`config.mk`:
```
export PLATFORM = sky130hd
export DESIGN_NAME = gregorian_date_adder_top
export DESIGN_NICKNAME = d
export VERILOG_FILES = /design/src/rtl/gda_pkg.sv /design/src/rtl/gregorian_date_adder_top.sv /design/src/rtl/gda_mul.sv /design/src/rtl/gda_ctrl.sv
export SDC_FILE = /design/constraint.sdc
export NUM_CORES = 1
export LEC_CHECK = 0
export ABC_AREA = 0
export BUFFER_PORTS_ARGS = -buffer_cell sky130_fd_sc_hd__buf_2
export CAP_MARGIN = 20
export CELL_PAD_IN_SITES_DETAIL_PLACEMENT = 2
export CELL_PAD_IN_SITES_GLOBAL_PLACEMENT = 2
export CORE_UTILIZATION = 44
export CTS_BUF_LIST = sky130_fd_sc_hd__clkbuf_16
export DETAILED_ROUTE_END_ITERATION = 7
export PLACE_DENSITY = 0.95
export SLEW_MARGIN = 20
export SYNTH_ARGS = -nofsm -noshare
export SYNTH_HDL_FRONTEND = slang
export SYNTH_HIERARCHICAL = 1
export SYNTH_SLANG_ARGS = --single-unit
```
`constraint.sdc`:
```
create_clock -name clock -period 13.6 [get_ports clock]
set_input_delay 2.72 -clock clock [delete_from_list [all_inputs] [get_ports clock]]
set_output_delay 2.72 -clock clock [all_outputs]
set_load 0.05 [all_outputs]
```
`src/rtl/gda_pkg.sv`:
```
`timescale 1ns / 1ps

package gda_pkg;

   localparam int unsigned MAX_COUNT_DEF = 4095;

   localparam int COUNT_W = 12;
   localparam int STEP_W  = 15;
   localparam int MUL_A_W = 16;
   localparam int MUL_B_W = 17;
   localparam int PROD_W  = MUL_A_W + MUL_B_W;

   localparam logic [15:0] YEAR_MAX = 16'hFFFF;

   // Reciprocal of 100 scaled by 2**23, exact for every 16-bit year.
   localparam logic [MUL_B_W-1:0] RECIP_100   = 17'd83887;
   localparam int                 RECIP_SHIFT = 23;

   localparam logic [2:0] OP_DAYS      = 3'd0;
   localparam logic [2:0] OP_WEEKS     = 3'd1;
   localparam logic [2:0] OP_MONTHS    = 3'd2;
   localparam logic [2:0] OP_YEARS     = 3'd3;
   localparam logic [2:0] OP_DECADES   = 3'd4;
   localparam logic [2:0] OP_CENTURIES = 3'd5;
   localparam logic [2:0] OP_MILLENNIA = 3'd6;

   typedef struct packed {
      logic [2:0]         op;
      logic [COUNT_W-1:0] count;
      logic [4:0]         start_day;
      logic [3:0]         start_month;
      logic [15:0]        start_year;
   } req_type;

   typedef struct packed {
      logic [4:0]  end_day;
      logic [3:0]  end_month;
      logic [15:0] end_year;
      logic        year_overflow;
      logic        bad_date;
   } rsp_type;

   typedef struct packed {
      logic [MUL_A_W-1:0] a;
      logic [MUL_B_W-1:0] b;
   } mul_req_type;

   typedef enum logic [3:0] {
      S_IDLE,
      S_LQ,
      S_LR,
      S_CHECK,
      S_STEP,
      S_MSTEP,
      S_YMUL,
      S_YADD,
      S_CLAMP,
      S_DONE
   } state_type;

   function automatic logic [4:0] days_in(input logic [3:0] m, input logic leap);
      logic [4:0] len;
      case (m) inside
         4'd2:                                    len = leap ? 5'd29 : 5'd28;
         4'd4, 4'd6, 4'd9, 4'd11:                 len = 5'd30;
         4'd1, 4'd3, 4'd5, 4'd7, 4'd8, 4'd10, 4'd12: len = 5'd31;
         default:                                 len = 5'd0;
      endcase
      return len;
   endfunction

   function automatic logic [MUL_B_W-1:0] unit_of(input logic [2:0] op);
      logic [MUL_B_W-1:0] u;
      case (op)
         OP_DECADES:   u = 17'd10;
         OP_CENTURIES: u = 17'd100;
         OP_MILLENNIA: u = 17'd1000;
         default:      u = 17'd1;
      endcase
      return u;
   endfunction

endpackage

```
`src/rtl/gregorian_date_adder_top.sv`:
```
`timescale 1ns / 1ps

// Channel    Ports                       Handshake
// request    start, busy, req_data       beat taken when start is high and busy is low
// response   rsp_valid, rsp_data         beat shown for one cycle, always taken
//
// Every beat first finds the leap-year flag of the start year on the shared
// multiplier and then validates the date. Day and week adds step one day per
// cycle and month adds one month per cycle, each with a closing step, pausing at
// each new year to find its leap flag again; year-type adds multiply, add, find
// the new leap flag and clamp the day. Reset is synchronous and returns the
// sequencer to idle; the receiver cannot stall, and busy stays high to the beat.

module gregorian_date_adder_top #(
   parameter int unsigned MAX_COUNT = gda_pkg::MAX_COUNT_DEF
) (
   input  logic             clock,
   input  logic             reset,
   input  logic             start,
   output logic             busy,
   input  gda_pkg::req_type req_data,
   output logic             rsp_valid,
   output gda_pkg::rsp_type rsp_data
);
   import gda_pkg::*;

   mul_req_type       mul_req;
   logic [PROD_W-1:0] prod;

   gda_mul u_mul (
      .clock   (clock),
      .mul_req (mul_req),
      .prod    (prod)
   );

   gda_ctrl #(
      .MAX_COUNT (MAX_COUNT)
   ) u_ctrl (
      .clock     (clock),
      .reset     (reset),
      .start     (start),
      .busy      (busy),
      .req_data  (req_data),
      .rsp_valid (rsp_valid),
      .rsp_data  (rsp_data),
      .mul_req   (mul_req),
      .prod      (prod)
   );

endmodule

```
`src/rtl/gda_mul.sv`:
```
`timescale 1ns / 1ps

module gda_mul (
   input  logic                 clock,
   input  gda_pkg::mul_req_type mul_req,
   output logic [gda_pkg::PROD_W-1:0] prod
);
   import gda_pkg::*;

   logic [PROD_W-1:0] prod_ff;
   logic [PROD_W-1:0] prod_in;

   assign prod_in = PROD_W'(mul_req.a) * PROD_W'(mul_req.b);

   always_ff @(posedge clock) begin
      prod_ff <= prod_in;
   end

   assign prod = prod_ff;

endmodule

```
`src/rtl/gda_ctrl.sv`:
```
`timescale 1ns / 1ps

module gda_ctrl #(
   parameter int unsigned MAX_COUNT = gda_pkg::MAX_COUNT_DEF
) (
   input  logic                        clock,
   input  logic                        reset,
   input  logic                        start,
   output logic                        busy,
   input  gda_pkg::req_type            req_data,
   output logic                        rsp_valid,
   output gda_pkg::rsp_type            rsp_data,
   output gda_pkg::mul_req_type        mul_req,
   input  logic [gda_pkg::PROD_W-1:0]  prod
);
   import gda_pkg::*;

   state_type          state_ff, state_in;
   state_type          ret_ff, ret_in;
   logic [2:0]         op_ff, op_in;
   logic [COUNT_W-1:0] cnt_ff, cnt_in;
   logic [4:0]         d_ff, d_in;
   logic [3:0]         m_ff, m_in;
   logic [15:0]        y_ff, y_in;
   logic               ovf_ff, ovf_in;
   logic               bad_ff, bad_in;
   logic               leap_ff, leap_in;
   logic [STEP_W-1:0]  rem_ff, rem_in;

   logic [4:0]         cur_len;
   logic [4:0]         next_len;
   logic [3:0]         m_next;
   logic               date_ok;
   logic               at_month_end;
   logic               at_year_end;
   logic               at_top;
   logic               rem_zero;
   logic [9:0]         cent_q;
   logic [16:0]        cent_y;
   logic [22:0]        year_sum;
   logic               sum_ovf;
   logic [COUNT_W-1:0] cnt_sat;

   assign cur_len      = days_in(m_ff, leap_ff);
   assign m_next       = m_ff + 4'd1;
   assign next_len     = days_in(m_next, leap_ff);
   assign date_ok      = (d_ff != 5'd0) && (d_ff <= cur_len);
   assign at_month_end = (d_ff == cur_len);
   assign at_year_end  = (m_ff == 4'd12);
   assign at_top       = (y_ff == YEAR_MAX);
   assign rem_zero     = (rem_ff == '0);

   assign cent_q   = prod[RECIP_SHIFT +: 10];
   assign cent_y   = 17'({cent_q, 6'b0}) + 17'({cent_q, 5'b0}) + 17'({cent_q, 2'b0});
   assign year_sum = 23'(y_ff) + prod[22:0];
   assign sum_ovf  = (year_sum[22:16] != '0);
   assign cnt_sat  = (17'(req_data.count) > 17'(MAX_COUNT)) ? COUNT_W'(MAX_COUNT)
                                                            : req_data.count;

   always_ff @(posedge clock) begin
      if (reset) begin
         state_ff <= S_IDLE;
      end else begin
         state_ff <= state_in;
      end
   end

   always_ff @(posedge clock) begin
      ret_ff  <= ret_in;
      op_ff   <= op_in;
      cnt_ff  <= cnt_in;
      d_ff    <= d_in;
      m_ff    <= m_in;
      y_ff    <= y_in;
      ovf_ff  <= ovf_in;
      bad_ff  <= bad_in;
      leap_ff <= leap_in;
      rem_ff  <= rem_in;
   end

   always_comb begin
      state_in = state_ff;
      unique case (state_ff)
         S_IDLE:  if (start) state_in = S_LQ;
         S_LQ:    state_in = S_LR;
         S_LR:    state_in = ret_ff;
         S_CHECK: begin
            if (!date_ok) begin
               state_in = S_DONE;
            end else begin
               case (op_ff) inside
                  OP_DAYS, OP_WEEKS: state_in = S_STEP;
                  OP_MONTHS:         state_in = S_MSTEP;
                  OP_YEARS, OP_DECADES, OP_CENTURIES, OP_MILLENNIA: state_in = S_YMUL;
                  default:           state_in = S_DONE;
               endcase
            end
         end
         S_STEP: begin
            if (rem_zero) begin
               state_in = S_DONE;
            end else if (at_month_end && at_year_end) begin
               state_in = at_top ? S_DONE : S_LQ;
            end
         end
         S_MSTEP: begin
            if (rem_zero) begin
               state_in = S_DONE;
            end else if (at_year_end) begin
               state_in = at_top ? S_DONE : S_LQ;
            end
         end
         S_YMUL:  state_in = S_YADD;
         S_YADD:  state_in = S_LQ;
         S_CLAMP: state_in = S_DONE;
         S_DONE:  state_in = S_IDLE;
         default: state_in = S_IDLE;
      endcase
   end

   always_comb begin
      ret_in    = ret_ff;
      op_in     = op_ff;
      cnt_in    = cnt_ff;
      d_in      = d_ff;
      m_in      = m_ff;
      y_in      = y_ff;
      ovf_in    = ovf_ff;
      bad_in    = bad_ff;
      leap_in   = leap_ff;
      rem_in    = rem_ff;
      mul_req.a = y_ff;
      mul_req.b = RECIP_100;
      busy      = (state_ff != S_IDLE);
      rsp_valid = 1'b0;
      unique case (state_ff)
         S_IDLE: begin
            if (start) begin
               op_in  = req_data.op;
               cnt_in = cnt_sat;
               d_in   = req_data.start_day;
               m_in   = req_data.start_month;
               y_in   = req_data.start_year;
               ovf_in = 1'b0;
               bad_in = 1'b0;
               ret_in = S_CHECK;
            end
         end
         S_LQ: begin
            mul_req.a = y_ff;
            mul_req.b = RECIP_100;
         end
         S_LR: begin
            leap_in = (y_ff[1:0] == 2'b00) &&
                      ((17'(y_ff) != cent_y) || (cent_q[1:0] == 2'b00));
         end
         S_CHECK: begin
            bad_in = !date_ok;
            if (op_ff == OP_WEEKS) begin
               rem_in = STEP_W'({cnt_ff, 3'b000}) - STEP_W'(cnt_ff);
            end else begin
               rem_in = STEP_W'(cnt_ff);
            end
         end
         S_STEP: begin
            if (!rem_zero) begin
               rem_in = rem_ff - STEP_W'(1);
               if (!at_month_end) begin
                  d_in = d_ff + 5'd1;
               end else if (!at_year_end) begin
                  d_in = 5'd1;
                  m_in = m_next;
               end else if (at_top) begin
                  d_in   = 5'd31;
                  m_in   = 4'd12;
                  ovf_in = 1'b1;
               end else begin
                  d_in   = 5'd1;
                  m_in   = 4'd1;
                  y_in   = y_ff + 16'd1;
                  ret_in = S_STEP;
               end
            end
         end
         S_MSTEP: begin
            if (!rem_zero) begin
               rem_in = rem_ff - STEP_W'(1);
               if (!at_year_end) begin
                  m_in = m_next;
                  if (d_ff > next_len) d_in = next_len;
               end else if (at_top) begin
                  d_in   = 5'd31;
                  m_in   = 4'd12;
                  ovf_in = 1'b1;
               end else begin
                  m_in   = 4'd1;
                  y_in   = y_ff + 16'd1;
                  ret_in = S_MSTEP;
               end
            end
         end
         S_YMUL: begin
            mul_req.a = MUL_A_W'(cnt_ff);
            mul_req.b = unit_of(op_ff);
         end
         S_YADD: begin
            ovf_in = sum_ovf;
            y_in   = sum_ovf ? YEAR_MAX : year_sum[15:0];
            ret_in = S_CLAMP;
         end
         S_CLAMP: begin
            if (d_ff > cur_len) d_in = cur_len;
         end
         S_DONE: begin
            rsp_valid = 1'b1;
         end
         default: begin
            rsp_valid = 1'b0;
         end
      endcase
   end

   assign rsp_data.end_day       = d_ff;
   assign rsp_data.end_month     = m_ff;
   assign rsp_data.end_year      = y_ff;
   assign rsp_data.year_overflow = ovf_ff;
   assign rsp_data.bad_date      = bad_ff;

endmodule

```
# Word level (Yosys, flattened, before mapping)
# Index checks and enable logic that the tools add are counted.
# classes
addsub,8
n_mul,1
magnitude_cmp,3
n_eq_ne,56
mux,67
n_reduce_logical,33
# op_table
op,n
16-bit two-way mux,7
4-bit two-way mux,24
5-bit two-way mux,16
16-bit one-hot mux with 4 select lines,1
4-bit by 3-bit == test with 1-bit output (second input constant),12
4-bit == test (second input constant),12
4-bit one-hot mux with 9 select lines,1
16-bit by 17-bit multiplier with 33-bit output,1
33-bit two-way mux,1
15-bit two-way mux,2
10-bit one-hot mux with 3 select lines,1
15-bit one-hot mux with 2 select lines,1
4-bit by 2-bit == test with 1-bit output (second input constant),6
16-bit by 23-bit adder with 23-bit output,1
5-bit one-hot mux with 4 select lines,1
16-bit by 15-bit adder with 17-bit output,1
17-bit by 12-bit adder with 17-bit output,1
16-bit by 17-bit inequality test with 1-bit output,1
16-bit by 1-bit adder with 16-bit output (second input constant),1
16-bit == test (second input constant),1
4-bit one-hot mux with 4 select lines,1
15-bit zero test,1
15-bit by 1-bit subtractor with 15-bit output (second input constant),1
15-bit by 12-bit subtractor with 15-bit output,1
36 further kinds,72
# totals
regBits,99
input_bits,43
output_inout_bits,29
word_cells,180

# Logic depth before layout (Yosys ltp)
# logic_depth
word_depth,11
ltp_mapped,29
mapped_depth_nobuf,27

# Cells and area by module
# Netlist, hierarchy kept.
# modules_own_cells
mod,instances,cells_per_inst,area_each_um2,seq_area_each_um2
gda_mul,1,1074,9703.1,660.6
gda_ctrl,1,799,6734.0,1941.9

# Worst setup path after synthesis
# OpenSTA, ideal clock, no wires.
# synth_path
path_kind,reg2reg
start,register u_ctrl.state_ff[1]
end,"register u_mul.prod_ff[30], in the netlist u_mul/prod[30]"
setup_time_ns,0.127
arrival_time_ns,7.291
required_ns,13.473
path_slack_ns,6.181
path_stages_with_launch,27
path_buffers,4
period_less_slack_ns,7.419
cell_sequence,dfxtp_1 -> clkbuf_1 -> nand2_1 -> nor2_1 -> clkinv_1 -> clkbuf_1 -> o21ai_0 -> clkbuf_1 -> nand2_1 -> fa_1 -> inv_1 -> fa_1 -> fa_1 -> fa_1 -> fa_1 -> inv_1 -> fa_1 -> inv_1 -> ha_1 -> buf_6 -> a21o_1 -> o21bai_1 -> a311o_1 -> and2_4 -> nor4_1 -> nor3_1 -> xor2_1
# synth_rtl
item,line,source
from (decl),gda_ctrl.sv:18,"state_type state_ff, state_in;"
from (signal assigned),gda_ctrl.sv:64,state_ff <= state_in;
to (signal assigned),gda_mul.sv:16,prod_ff <= prod_in;
to (decl),gda_mul.sv:10,logic [PROD_W-1:0] prod_ff;

==> summary.md <==
| Metric | Value |
|---|---|
| Fraction of the mapped netlist area in adder cells | `38.9%` |
| Cell types occupying the most area after synthesis | `fa_1 26%, ha_1 13%, edfxtp_1 11%` |
| Worst setup EP type | `register` |
| Startpoint of the worst-slack reg-to-reg timing path | `u_ctrl/state_ff[0]` |
| Flip-flop cell with the highest count after synthesis | `edfxtp_1` |
| Average size of a mapped cell | `8.78 µm²` |
| Share of synthesized area occupied by flip-flops and latches | `15.8%` |
| Insertion delay to the later sink of the worst-skew pair | `0.38 ns` |
| Setup Viol. Count Final | `0` |
| Count of antenna-violating nets left after detailed routing | `0` |
| Detailed-placement wirelength estimate | `55100 µm` |
| Fraction of the mapped netlist area in simple logic gates | `17.9%` |
| Diodes inserted | `0` |
| Syn Std Cell Area | `0.0164 mm²` |
| Clock tree from TritonCTS | `built` |
| Area of combinational cells with multiple inputs | `0.0125 mm²` |
| Layout Area Growth over Synthesis | `6.79%` |
| Status | `completed` |
| Count of mapped cells out of synthesis | `1873` |
| Tightest Hold Check Type | `register to register` |
| Initial antenna violation count | `1` |
| Global-route wire length before repair | `110000 µm` |
| Congestion Overflow GR | `0` |
| Nets@finish | `2335` |
| Max stage delay cell, worst path | `clkinv_1` |
| Endpoint of the worst hold path | `u_ctrl/state_ff[2]` |
| Cell at the root of the clock tree | `clkbuf_16` |
| Clock period minus worst slack | `9.00 ns` |
| Placer Congestion | `0.871` |
| Longest individual stage delay on the worst path | `0.75 ns` |
| Dominant combinational cell family by area after synthesis | `adder cells` |
| Yosys warning count | `6` |
| Number of slew-limit violations in the final report | `0` |
| Horizontal die dimension | `195 µm` |
| WL/cell | `30.3 µm` |
| Port bufs | `71` |
| Arrival time worst endpoint | `9.26 ns` |
| Floorplan row count | `70` |
| Setup skew after layout | `0.0126 ns` |
| Portion of synthesized cell area occupied by the leading cell type | `26.3%` |
| Share of final-layout standard cells stronger than drive strength 1 | `7.31%` |
| Highest clock rate | `0.111 GHz` |
| Number of unique standard cell types used by synthesis | `87` |
| Crit path max fanout | `41` |
| Setup repair after global routing missed its margin | `false` |
| Vert. Die Dim | `195 µm` |
| Gates resized, CTS repair | `0` |
| Layout filler cell count | `4001` |
| Maximum number of pins on one net before global-route repair | `49` |
| Area taken by flip-flops and latches | `0.00260 mm²` |
| Count of non-filler cells in the finished layout | `2384` |
| Number of top-level pins | `72` |
| Final-report hold violation count | `0` |
| Synthesized-area fraction occupied by xor and xnor cells | `5.59%` |
| Final WL | `72100 µm` |
| Post-detailed-route via-to-cell ratio | `6.29` |
| Vias | `15.0k` |
| Data required time at the worst endpoint | `13.86 ns` |
| Share of cell area taken by muxes after synthesis | `0.244%` |
| Post-CTS Setup Inserts | `0` |
| Post-CTS Hold Buffers | `0` |
| Remaining design rule violation count | `0` |
| Number of stages on the worst hold path | `2` |
| Fraction of synthesis flops using an asynchronous set or reset pin | `0%` |
| Buffer depth of the longest clock path | `2` |
| Cts bufs inserted | `9` |
| Critical Path Source Type | `register` |
| Share of the synthesized area in compound gates (AO/OA/AOI/OAI) | `13.0%` |
| Worst R2R End | `u_mul/prod[27]` |
| Number of iterations in the first detailed-routing pass | `7` |
| Vias in the first global route | `18.0k` |
| Clock-pin slew of the registers on the worst-case setup and hold paths | `0.08 ns` |
| Count of clock tree sinks | `99` |
| Total negative slack for setup checks | `0 ns` |
| Total routing resource utilization after global routing | `38.9%` |
| Floorplan core area | `0.0367 mm²` |
| Setup slack of the worst register-to-register path | `4.60 ns` |
| Startpoint of the most critical hold path | `u_ctrl/ret_ff[2]` |
| Total of max-cap violations | `0` |
| Synthesized flop and latch total | `99` |
| Overall die area | `0.0381 mm²` |
| Placed instance count | `2368` |
| Effective utilization at floorplan | `44.8%` |
| Slew margin rel. | `33.5%` |
| CTS H-Tree Depth | `3` |
| Slew at the pin closest to its max-slew limit | `0.990 ns` |
| Synth area leader | `fa_1` |
| Fin crit share | `66.2%` |
| Number of enable-type register cells in the synthesized netlist | `62` |
| Worst r2r path cells | `28` |
| First DRT Iteration DRCs | `1030` |
| WS Path Type | `register to register` |
## sequential cells by signal, indices dropped and copies added, names as in the netlist
register	cells
u_mul/prod	33
u_ctrl/m_ff	4
u_ctrl/ret_ff	4
u_ctrl/rem_ff	15
u_ctrl/op_ff	3
u_ctrl/leap_ff	1
u_ctrl/state_ff	4
u_ctrl/ovf_ff	1
u_ctrl/cnt_ff	12
u_ctrl/bad_ff	1
u_ctrl/d_ff	5
u_ctrl/y_ff	16
## worst max path at each step
stage                        from        endpoint  slack, ns  cells after the start
5_1_grt        u_ctrl/state_ff[0]  u_mul/prod[25]       4.41                     28
2_1_floorplan  u_ctrl/state_ff[1]  u_mul/prod[30]       6.18                     26
6_report       u_ctrl/state_ff[0]  u_mul/prod[27]       4.60                     28
4_1_cts        u_ctrl/state_ff[0]  u_mul/prod[27]       4.76                     28
3_3_place_gp   u_ctrl/state_ff[1]  u_mul/prod[30]       5.83                     25
3_5_place_dp   u_ctrl/state_ff[0]  u_mul/prod[23]       4.86                     28
## metrics by stage
step | cell area [µm²] | hold WS [ns] | worst slack (ns) | util (%)
6_report | 17600 | 0.646 | 4.60 | 47.8
3_5_place_dp | 17300 | 0.563 | 4.86 | 47.0
2_1_floorplan | 16500 | 0.511 | 6.18 | -
5_1_grt | 17600 | 0.671 | 4.41 | 47.8
3_3_place_gp | 17300 | 0.551 | 5.83 | 47.0
4_1_cts | 17600 | 0.634 | 4.76 | 47.8
## cell usage after synthesis, types with 10 or more instances
master,number
nor2_1,77
xor2_1,35
a21o_1,31
clkbuf_1,58
dfxtp_1,37
and2_1,133
nor2b_1,10
edfxtp_1,62
inv_1,278
xnor2_1,70
nand3_1,38
a31oi_1,15
buf_4,11
o21ai_1,10
nor3_1,34
a211oi_1,16
o21ai_0,76
nand2_1,237
and3_1,19
ha_1,165
fa_1,216
a21oi_1,75
## metal layers
metal  GRT usage (%)  up-vias  share of wire [%]
met5               0        -              0.021
met4            31.1        2                8.6
met3            5.94      370                5.0
met2            71.3      728                 53
met1            39.3     7680                 34
li1                -     6219                  -
## cell families (layout without fill, tap and decap cells)
kind of cell    count (synthesis)  after routing
other cells                     1              5
flops                          99             99
fa+ha+maj                     381            381
mux                             4              4
xor+xnor                      105            105
simple gates                  602            602
buf+inv                       357            396
compound gates                324            324
## worst max-delay path: cells and delay by family, from the launching register on
family | cells | cell delay (ns)
AOI/OAI and AO/OA | 7 | 1.69
xor gates and xnor gates | 1 | 0.19
adders and majority gates | 7 | 3.66
buffers and inverters | 10 | 2.44
DFF | 1 | 0.49
and+or+nand+nor | 3 | 0.35
## area by class of cell
type                       instances  area share, %
clock buffer                       9           1.28
clock inverter                     7          0.378
inverter                         281           6.01
multi-input combinational       1421           70.9
sequential                        99           14.8
tap                              468           3.34
timing repair buffer              99           3.22
## placed cells by master (no fill, tap or decap), types with 62 or more instances in the layout
cell type and instances:
edfxtp_1 62, and2_1 133, a21oi_1 75, inv_1 278, ha_1 165, nand2_1 237, o21ai_0 67, buf_2 71
nor2_1 77, xnor2_1 70, fa_1 216
Power is not shown: default switching activity piles up to over one toggle a cycle in this logic, so the estimate is an artifact.
